File: src/rtl/core/sse_pkg.sv
// ----------------------------------------------------------------------------
// sse_pkg
// Shared constants, types and the prefix table of the sse data extractor.
// ----------------------------------------------------------------------------
package sse_pkg;

   localparam int BYTE_W = 8;

   typedef logic [BYTE_W-1:0] byte_type;
   typedef logic [2:0]        phase_type;

   // line phase codes: 0..4 count matched prefix bytes
   localparam phase_type PHASE_START  = 3'd0;
   localparam phase_type PHASE_LAST_P = 3'd4;
   localparam phase_type PHASE_VALUE  = 3'd5;
   localparam phase_type PHASE_IGNORE = 3'd6;

   localparam byte_type LINE_FEED  = 8'h0A;
   localparam byte_type SPACE_BYTE = 8'h20;

   typedef struct packed {
      logic     valid;
      byte_type out_byte;
      logic     event_end;
   } result_type;

   // "data:" by position
   function automatic byte_type prefix_char(input phase_type idx);
      byte_type c;
      unique case (idx)
         3'd0:    c = 8'h64;
         3'd1:    c = 8'h61;
         3'd2:    c = 8'h74;
         3'd3:    c = 8'h61;
         3'd4:    c = 8'h3A;
         default: c = 8'h00;
      endcase
      return c;
   endfunction

endpackage

File: src/rtl/core/sse_channels.sv
// ----------------------------------------------------------------------------
// sse channel interfaces
// Valid/ready channels for the byte input and the extracted data output.
// ----------------------------------------------------------------------------
interface sse_req_if
   import sse_pkg::*;
();
   logic     valid;
   logic     ready;
   byte_type in_byte;

   modport source (output valid, output in_byte, input ready);
   modport sink   (input valid, input in_byte, output ready);
endinterface

interface sse_rsp_if
   import sse_pkg::*;
();
   logic     valid;
   logic     ready;
   byte_type out_byte;
   logic     event_end;

   modport source (output valid, output out_byte, output event_end, input ready);
   modport sink   (input valid, input out_byte, input event_end, output ready);
endinterface

File: src/rtl/core/sse_in_reg.sv
// ----------------------------------------------------------------------------
// sse_in_reg
// Input register: holds one byte until the parser consumes it.
// ----------------------------------------------------------------------------
module sse_in_reg
   import sse_pkg::*;
(
   input  logic     clock,
   input  logic     reset,
   input  logic     req_valid,
   output logic     req_ready,
   input  byte_type req_byte,
   input  logic     advance,
   output logic     hold_valid,
   output byte_type hold_byte
);

   logic     valid_ff, valid_in;
   byte_type byte_ff, byte_in;

   assign req_ready = !valid_ff || advance;

   always_comb begin
      valid_in = valid_ff;
      byte_in  = byte_ff;
      if (req_valid && req_ready) begin
         valid_in = 1'b1;
         byte_in  = req_byte;
      end else if (advance) begin
         valid_in = 1'b0;
      end
   end

   always_ff @(posedge clock) begin
      if (reset) begin
         valid_ff <= 1'b0;
      end else begin
         valid_ff <= valid_in;
      end
      byte_ff <= byte_in;
   end

   assign hold_valid = valid_ff;
   assign hold_byte  = byte_ff;

endmodule

File: src/rtl/core/sse_parser.sv
// ----------------------------------------------------------------------------
// sse_line_tracker
// Line and prefix tracking; decides per byte whether a transaction results.
// ----------------------------------------------------------------------------
module sse_line_tracker
   import sse_pkg::*;
(
   input  logic       clock,
   input  logic       reset,
   input  logic       step,
   input  byte_type   in_byte,
   output result_type result
);

   phase_type phase_ff, phase_in;
   logic      first_ff, first_in;
   logic      lastlf_ff, lastlf_in;
   logic      has_ff, has_in;

   always_comb begin
      phase_in         = phase_ff;
      first_in         = first_ff;
      lastlf_in        = lastlf_ff;
      has_in           = has_ff;
      result.valid     = 1'b0;
      result.out_byte  = in_byte;
      result.event_end = 1'b0;
      if (in_byte == LINE_FEED) begin
         phase_in = PHASE_START;
         first_in = 1'b0;
         if (lastlf_ff) begin
            // second line feed of a pair closes the event
            lastlf_in        = 1'b0;
            has_in           = 1'b0;
            result.valid     = has_ff;
            result.out_byte  = '0;
            result.event_end = 1'b1;
         end else begin
            lastlf_in = 1'b1;
         end
      end else begin
         lastlf_in = 1'b0;
         if (phase_ff < PHASE_VALUE) begin
            if (in_byte == prefix_char(phase_ff)) begin
               phase_in = phase_ff + 3'd1;
               if (phase_ff == PHASE_LAST_P) begin
                  first_in = 1'b1;
               end
            end else begin
               phase_in = PHASE_IGNORE;
            end
         end else if (phase_ff == PHASE_VALUE) begin
            first_in = 1'b0;
            // one space right after the prefix is dropped
            if (!(first_ff && in_byte == SPACE_BYTE)) begin
               has_in       = 1'b1;
               result.valid = 1'b1;
            end
         end
      end
   end

   always_ff @(posedge clock) begin
      if (reset) begin
         phase_ff  <= PHASE_START;
         first_ff  <= 1'b0;
         lastlf_ff <= 1'b0;
         has_ff    <= 1'b0;
      end else if (step) begin
         phase_ff  <= phase_in;
         first_ff  <= first_in;
         lastlf_ff <= lastlf_in;
         has_ff    <= has_in;
      end
   end

endmodule

File: src/rtl/core/sse_out_reg.sv
// ----------------------------------------------------------------------------
// sse_out_reg
// Result register in front of the output channel.
// ----------------------------------------------------------------------------
module sse_out_reg
   import sse_pkg::*;
(
   input  logic       clock,
   input  logic       reset,
   input  logic       load,
   input  result_type result,
   output logic       can_take,
   output logic       rsp_valid,
   input  logic       rsp_ready,
   output byte_type   rsp_byte,
   output logic       rsp_end
);

   logic     valid_ff, valid_in;
   byte_type byte_ff, byte_in;
   logic     end_ff, end_in;

   assign can_take = !valid_ff || rsp_ready;

   always_comb begin
      valid_in = valid_ff;
      byte_in  = byte_ff;
      end_in   = end_ff;
      if (load) begin
         valid_in = result.valid;
         byte_in  = result.out_byte;
         end_in   = result.event_end;
      end else if (rsp_ready) begin
         valid_in = 1'b0;
      end
   end

   always_ff @(posedge clock) begin
      if (reset) begin
         valid_ff <= 1'b0;
      end else begin
         valid_ff <= valid_in;
      end
      byte_ff <= byte_in;
      end_ff  <= end_in;
   end

   assign rsp_valid = valid_ff;
   assign rsp_byte  = byte_ff;
   assign rsp_end   = end_ff;

endmodule

File: src/rtl/core/sse_data_field_extractor.sv
// ----------------------------------------------------------------------------
// sse_data_field_extractor
// Pulls the value bytes of "data:" lines out of an event-stream byte stream.
//
// req_ch carries one stream byte per transaction (in_byte). rsp_ch carries
// a value byte (event_end low) or an end-of-event marker (event_end high,
// out_byte zero) after a blank line that closes an event with data.
// Bytes that start no result (prefix, ignored lines, line feeds, the
// space after the prefix) are consumed without a response transaction.
// Throughput: one byte per cycle while the result register can take one,
// set by the single parser step between the input register and the result
// register. An accepted byte is held in the input register and moves into
// the result register, which drives rsp_ch valid, once that one is free.
// Reset clears both registers' valid flags and the line state; the block
// then starts at the beginning of a line with an empty event.
// When the receiver stalls, the result register holds its transaction and
// the input register keeps one byte; req_ch.ready drops once both are full
// and rises again in the cycle the result is taken.
// ----------------------------------------------------------------------------
module sse_data_field_extractor
   import sse_pkg::*;
(
   input logic        clock,
   input logic        reset,
   sse_req_if.sink    req_ch,
   sse_rsp_if.source  rsp_ch
);

   logic       hold_valid;
   byte_type   hold_byte;
   logic       can_take;
   logic       advance;
   result_type result;

   assign advance = hold_valid && can_take;

   sse_in_reg u_in_reg (
      .clock      (clock),
      .reset      (reset),
      .req_valid  (req_ch.valid),
      .req_ready  (req_ch.ready),
      .req_byte   (req_ch.in_byte),
      .advance    (advance),
      .hold_valid (hold_valid),
      .hold_byte  (hold_byte)
   );

   sse_line_tracker u_parser (
      .clock   (clock),
      .reset   (reset),
      .step    (advance),
      .in_byte (hold_byte),
      .result  (result)
   );

   sse_out_reg u_out_reg (
      .clock     (clock),
      .reset     (reset),
      .load      (advance),
      .result    (result),
      .can_take  (can_take),
      .rsp_valid (rsp_ch.valid),
      .rsp_ready (rsp_ch.ready),
      .rsp_byte  (rsp_ch.out_byte),
      .rsp_end   (rsp_ch.event_end)
   );

endmodule
File: src/flat_wrapper.sv
// flat-port wrapper written by rule: the top's interface ports become plain ports
module sse_data_field_extractor_flat import sse_pkg::*;
  (clock, reset, req_ch_valid, req_ch_in_byte, req_ch_ready, rsp_ch_valid, rsp_ch_out_byte, rsp_ch_event_end, rsp_ch_ready);
  sse_req_if req_ch_i ();
  sse_rsp_if rsp_ch_i ();
  input logic clock;
  input logic reset;
  input wire logic [$bits(req_ch_i.valid)-1:0] req_ch_valid;
  input wire logic [$bits(req_ch_i.in_byte)-1:0] req_ch_in_byte;
  output wire logic [$bits(req_ch_i.ready)-1:0] req_ch_ready;
  output wire logic [$bits(rsp_ch_i.valid)-1:0] rsp_ch_valid;
  output wire logic [$bits(rsp_ch_i.out_byte)-1:0] rsp_ch_out_byte;
  output wire logic [$bits(rsp_ch_i.event_end)-1:0] rsp_ch_event_end;
  input wire logic [$bits(rsp_ch_i.ready)-1:0] rsp_ch_ready;
  assign req_ch_i.valid = req_ch_valid;
  assign req_ch_i.in_byte = req_ch_in_byte;
  assign req_ch_ready = req_ch_i.ready;
  assign rsp_ch_valid = rsp_ch_i.valid;
  assign rsp_ch_out_byte = rsp_ch_i.out_byte;
  assign rsp_ch_event_end = rsp_ch_i.event_end;
  assign rsp_ch_i.ready = rsp_ch_ready;
  sse_data_field_extractor u_core (.clock(clock), .reset(reset), .req_ch(req_ch_i), .rsp_ch(rsp_ch_i));
endmodule
File: config.mk
export PLATFORM = sky130hd
export DESIGN_NAME = sse_data_field_extractor_flat
export DESIGN_NICKNAME = d
export VERILOG_FILES = /design/src/rtl/core/sse_pkg.sv /design/src/rtl/core/sse_channels.sv /design/src/rtl/core/sse_in_reg.sv /design/src/rtl/core/sse_parser.sv /design/src/rtl/core/sse_out_reg.sv /design/src/rtl/core/sse_data_field_extractor.sv /design/src/flat_wrapper.sv
export SDC_FILE = /design/constraint.sdc
export NUM_CORES = 1
export LEC_CHECK = 0
export ABC_AREA = 1
export BUFFER_PORTS_ARGS = -buffer_cell sky130_fd_sc_hd__buf_2
export CAP_MARGIN = 25
export CORE_MARGIN = 2
export CORE_UTILIZATION = 59
export DETAILED_ROUTE_END_ITERATION = 8
export PLACE_DENSITY = 0.92
export SLEW_MARGIN = 5
export SYNTH_ARGS = -nofsm -noshare
export SYNTH_HDL_FRONTEND = slang
export SYNTH_SLANG_ARGS = --single-unit
File: constraint.sdc
create_clock -name clock -period 2.9 [get_ports clock]
set_input_delay 0.58 -clock clock [delete_from_list [all_inputs] [get_ports clock]]
set_output_delay 0.58 -clock clock [all_outputs]
set_load 0.1 [all_outputs]
==> flow_metrics.env <==
export IMPL_fin_crit_ps=1860
export IMPL_grt_ovfl_total=0
export IMPL_dieHeight_um=51.7
export IMPL_tns_ps=0
export IMPL_critPathMaxFanout=3
export IMPL_clock_latency_ps=320
export IMPL_antennaDiodeCount=0
export IMPL_slew_violations=0
export IMPL_dp_hpwl_mm=1.97
export IMPL_wirelength_mm=2.51
export IMPL_netlist_area_sq_um=1340
export IMPL_rsz0062_at_grt="no"
export IMPL_clk_pin_slew_worst_paths_ps=140
export IMPL_grt_total_usage_pct=20.9
export IMPL_cts_buffers=3
export IMPL_gp_congestion=0.907
export IMPL_critical_path_arrival_ps=1280
export IMPL_drcViolationCount=0
export IMPL_syn_inst=148
export IMPL_grt_max_degree=16
export IMPL_num_io_pins=23
export IMPL_max_freq_mhz=537
export IMPL_fillers=158
export IMPL_antenna_found_initial=0
export IMPL_via_per_inst=5.38
export IMPL_cts_resized=0
export IMPL_grt_pass1_wl_mm=4.09
export IMPL_skew_ps=1.97
export IMPL_setup_viol=0
export IMPL_power_density_nw_per_um2=460
export IMPL_core_sq_um=2190
export IMPL_syn_avg_cell_area_sq_um=9.08
export IMPL_area_delta_synth_final_pct=10.1
export IMPL_dpl_cell_area_sq_um=1450
export IMPL_die_w_um=51.7
export IMPL_via_count=1050
export IMPL_critPathLaunchType="primary input"
export IMPL_ys_ff_latch=25
export IMPL_dieArea_sq_um=2680
export IMPL_totalPowerFinal_uw=681
export IMPL_yosysWarnings=0
export IMPL_synth_cell_types=24
export IMPL_grt_pass1_vias=988
export IMPL_ys_seq_area_share_pct=49.9
export IMPL_cts_tree="done"
export IMPL_period_share_pct=64.2
export IMPL_path_class="primary input to output pin"
export IMPL_crit_required_ps=2320
export IMPL_max_cap_violations=0
export IMPL_status="finished, final reports clean"
export IMPL_finalHoldViolations=0
export IMPL_ir_worst_vdd_mv=0.377
export IMPL_drt_first_pass_iters=5
export IMPL_min_path_type="primary input to flip-flop"
export IMPL_floorplan_rows=17
export IMPL_p_leak_nw=0.686
export IMPL_cts_setup_buffers=0
export IMPL_endpoint_kind="output pin"
export IMPL_cts_max_path_buffers=2
export IMPL_syn_num_nets=164
export IMPL_wl_per_cell_um=12.9
export IMPL_htreeDepth=1
export IMPL_post_route_cell_area_sq_um=1480
export IMPL_cts_root_buf="clkbuf_4"
export IMPL_timing_slew_headroom_pct=66.5
export IMPL_tightestPinTransition_ps=506
export IMPL_cts_sinks=25
export IMPL_hold_buffers=0
export IMPL_holdWs_ps=422
export IMPL_ant_nets=0
export IMPL_io_buffer_count=22
export IMPL_drive_above_1_share_pct=33.5
export IMPL_start_util_pct=61.3
export IMPL_nNetsFinal=184
export IMPL_drt_iter0_drc=37
-- worst max-delay path, stage by stage --
cell,delay [ps]
buf_2,80
inv_1,40
nand3_1,110
buf_2,460
-- state kept, by name, indices dropped and copies added (netlist names) --
register	flops
u_core.u_parser.lastlf_ff	1
u_core.u_out_reg.rsp_byte	8
u_core.u_parser.first_ff	1
u_core.u_parser.has_ff	1
u_core.u_out_reg.rsp_valid	1
u_core.u_out_reg.rsp_end	1
u_core.u_in_reg.hold_valid	1
u_core.u_parser.phase_ff	3
u_core.u_in_reg.hold_byte	8
-- cell usage in the layout (no fill, tap or decap) --
master,netlist,final
nand3b_1,3,3
nand2_1,29,29
buf_2,0,22
o211a_1,1,1
nand2_4,4,4
bufinv_8,1,1
o21ai_2,1,1
a21oi_2,1,1
inv_2,6,6
clkbuf_4,0,3
inv_4,1,1
a21oi_1,6,6
inv_1,19,19
dfxtp_1,8,8
nor2_4,5,5
edfxtp_1,17,17
nand3_1,5,5
clkinvlp_4,0,1
nand2_2,10,10
nand3_2,1,1
o21ai_0,2,2
ha_1,4,4
nor2_1,13,13
o21ai_1,4,4
-- layout make-up --
cell class / count / area, sq um / area share [%]
multi-input cells: 89 / 517 / 34.9
repair buffers: 22 / 110 / 7.44
clock buffers: 3 / 22.5 / 1.52
flip-flops and latches: 25 / 671 / 45.3
well taps: 28 / 35.0 / 2.37
clock inverters: 1 / 7.51 / 0.507
inverters: 27 / 118 / 7.95
-- cells in the mapped netlist --
master / n / area, sq um
nand3_1: 5 / 25.0
inv_1: 19 / 71.3
nand3_2: 1 / 10.0
o21ai_2: 1 / 8.76
o21ai_0: 2 / 10.0
nor2_4: 5 / 56.3
ha_1: 4 / 50.1
clkbuf_1: 5 / 18.8
nor2_1: 13 / 48.8
nand3b_1: 3 / 22.5
o211a_1: 1 / 10.0
nand2_4: 4 / 45.0
nand2_2: 10 / 62.6
buf_6: 1 / 11.3
o21ai_1: 4 / 20.0
a21oi_1: 6 / 30.0
dfxtp_1: 8 / 160
edfxtp_1: 17 / 510
a21oi_2: 1 / 8.76
dlygate4sd1_1: 1 / 8.76
inv_2: 6 / 22.5
bufinv_8: 1 / 17.5
nand2_1: 29 / 109
inv_4: 1 / 6.26
-- metal layers --
layer  up-vias  global-route usage (%)  part of all wire, %
met5         -                       0                    0
met4         0                    11.4                  2.5
met3        12                    2.87                  5.0
met2        46                    37.8                   54
met1       494                    23.4                   38
li1        498                       -                    -
-- worst paths after layout --
kind | slack [ps] | endpoint | from | cells after the start
setup / recovery | 1040 | req_ch_ready | rsp_ch_ready | 4
hold / removal | 420 | u_core.u_in_reg.hold_byte[6]$_DFFE_PP_ | req_ch_in_byte[6] | 1
setup reg to reg | 1140 | u_core.u_parser.phase_ff[2]$_SDFFE_PP0P_ | u_core.u_parser.phase_ff[0]$_SDFFE_PP0P_ | 12
hold reg to reg | 490 | u_core.u_out_reg.rsp_byte[7]$_DFFE_PP_ | u_core.u_in_reg.hold_byte[7]$_DFFE_PP_ | 0
-- report_power, final --
group	switching, mW	internal, mW
sequential	0.0165	0.399
combinational	0.0730	0.0334
clock	0.106	0.0527
total	0.196	0.485
-- metrics by stage --
| stage | setup WS (ps) | instances | util, % |
|---|---|---|---|
| 3_3_place_gp | 1110 | 191 | 66.2 |
| 6_report | 1040 | 195 | 67.6 |
| 5_1_grt | 1000 | 195 | 67.6 |
| 3_5_place_dp | 1070 | 191 | 66.2 |
| 2_1_floorplan | 159 | 148 | - |
| 4_1_cts | 1050 | 195 | 67.6 |
-- logic make-up after synthesis --
group,share of synthesized area (%)
flip-flops,49.9
AND/OR/NAND/NOR,28.2
adder cells (fa/ha/maj),3.72
AO/OA/AOI/OAI,6.52
buffers and inverters,11.6
(Power assumes the default switching activity.)
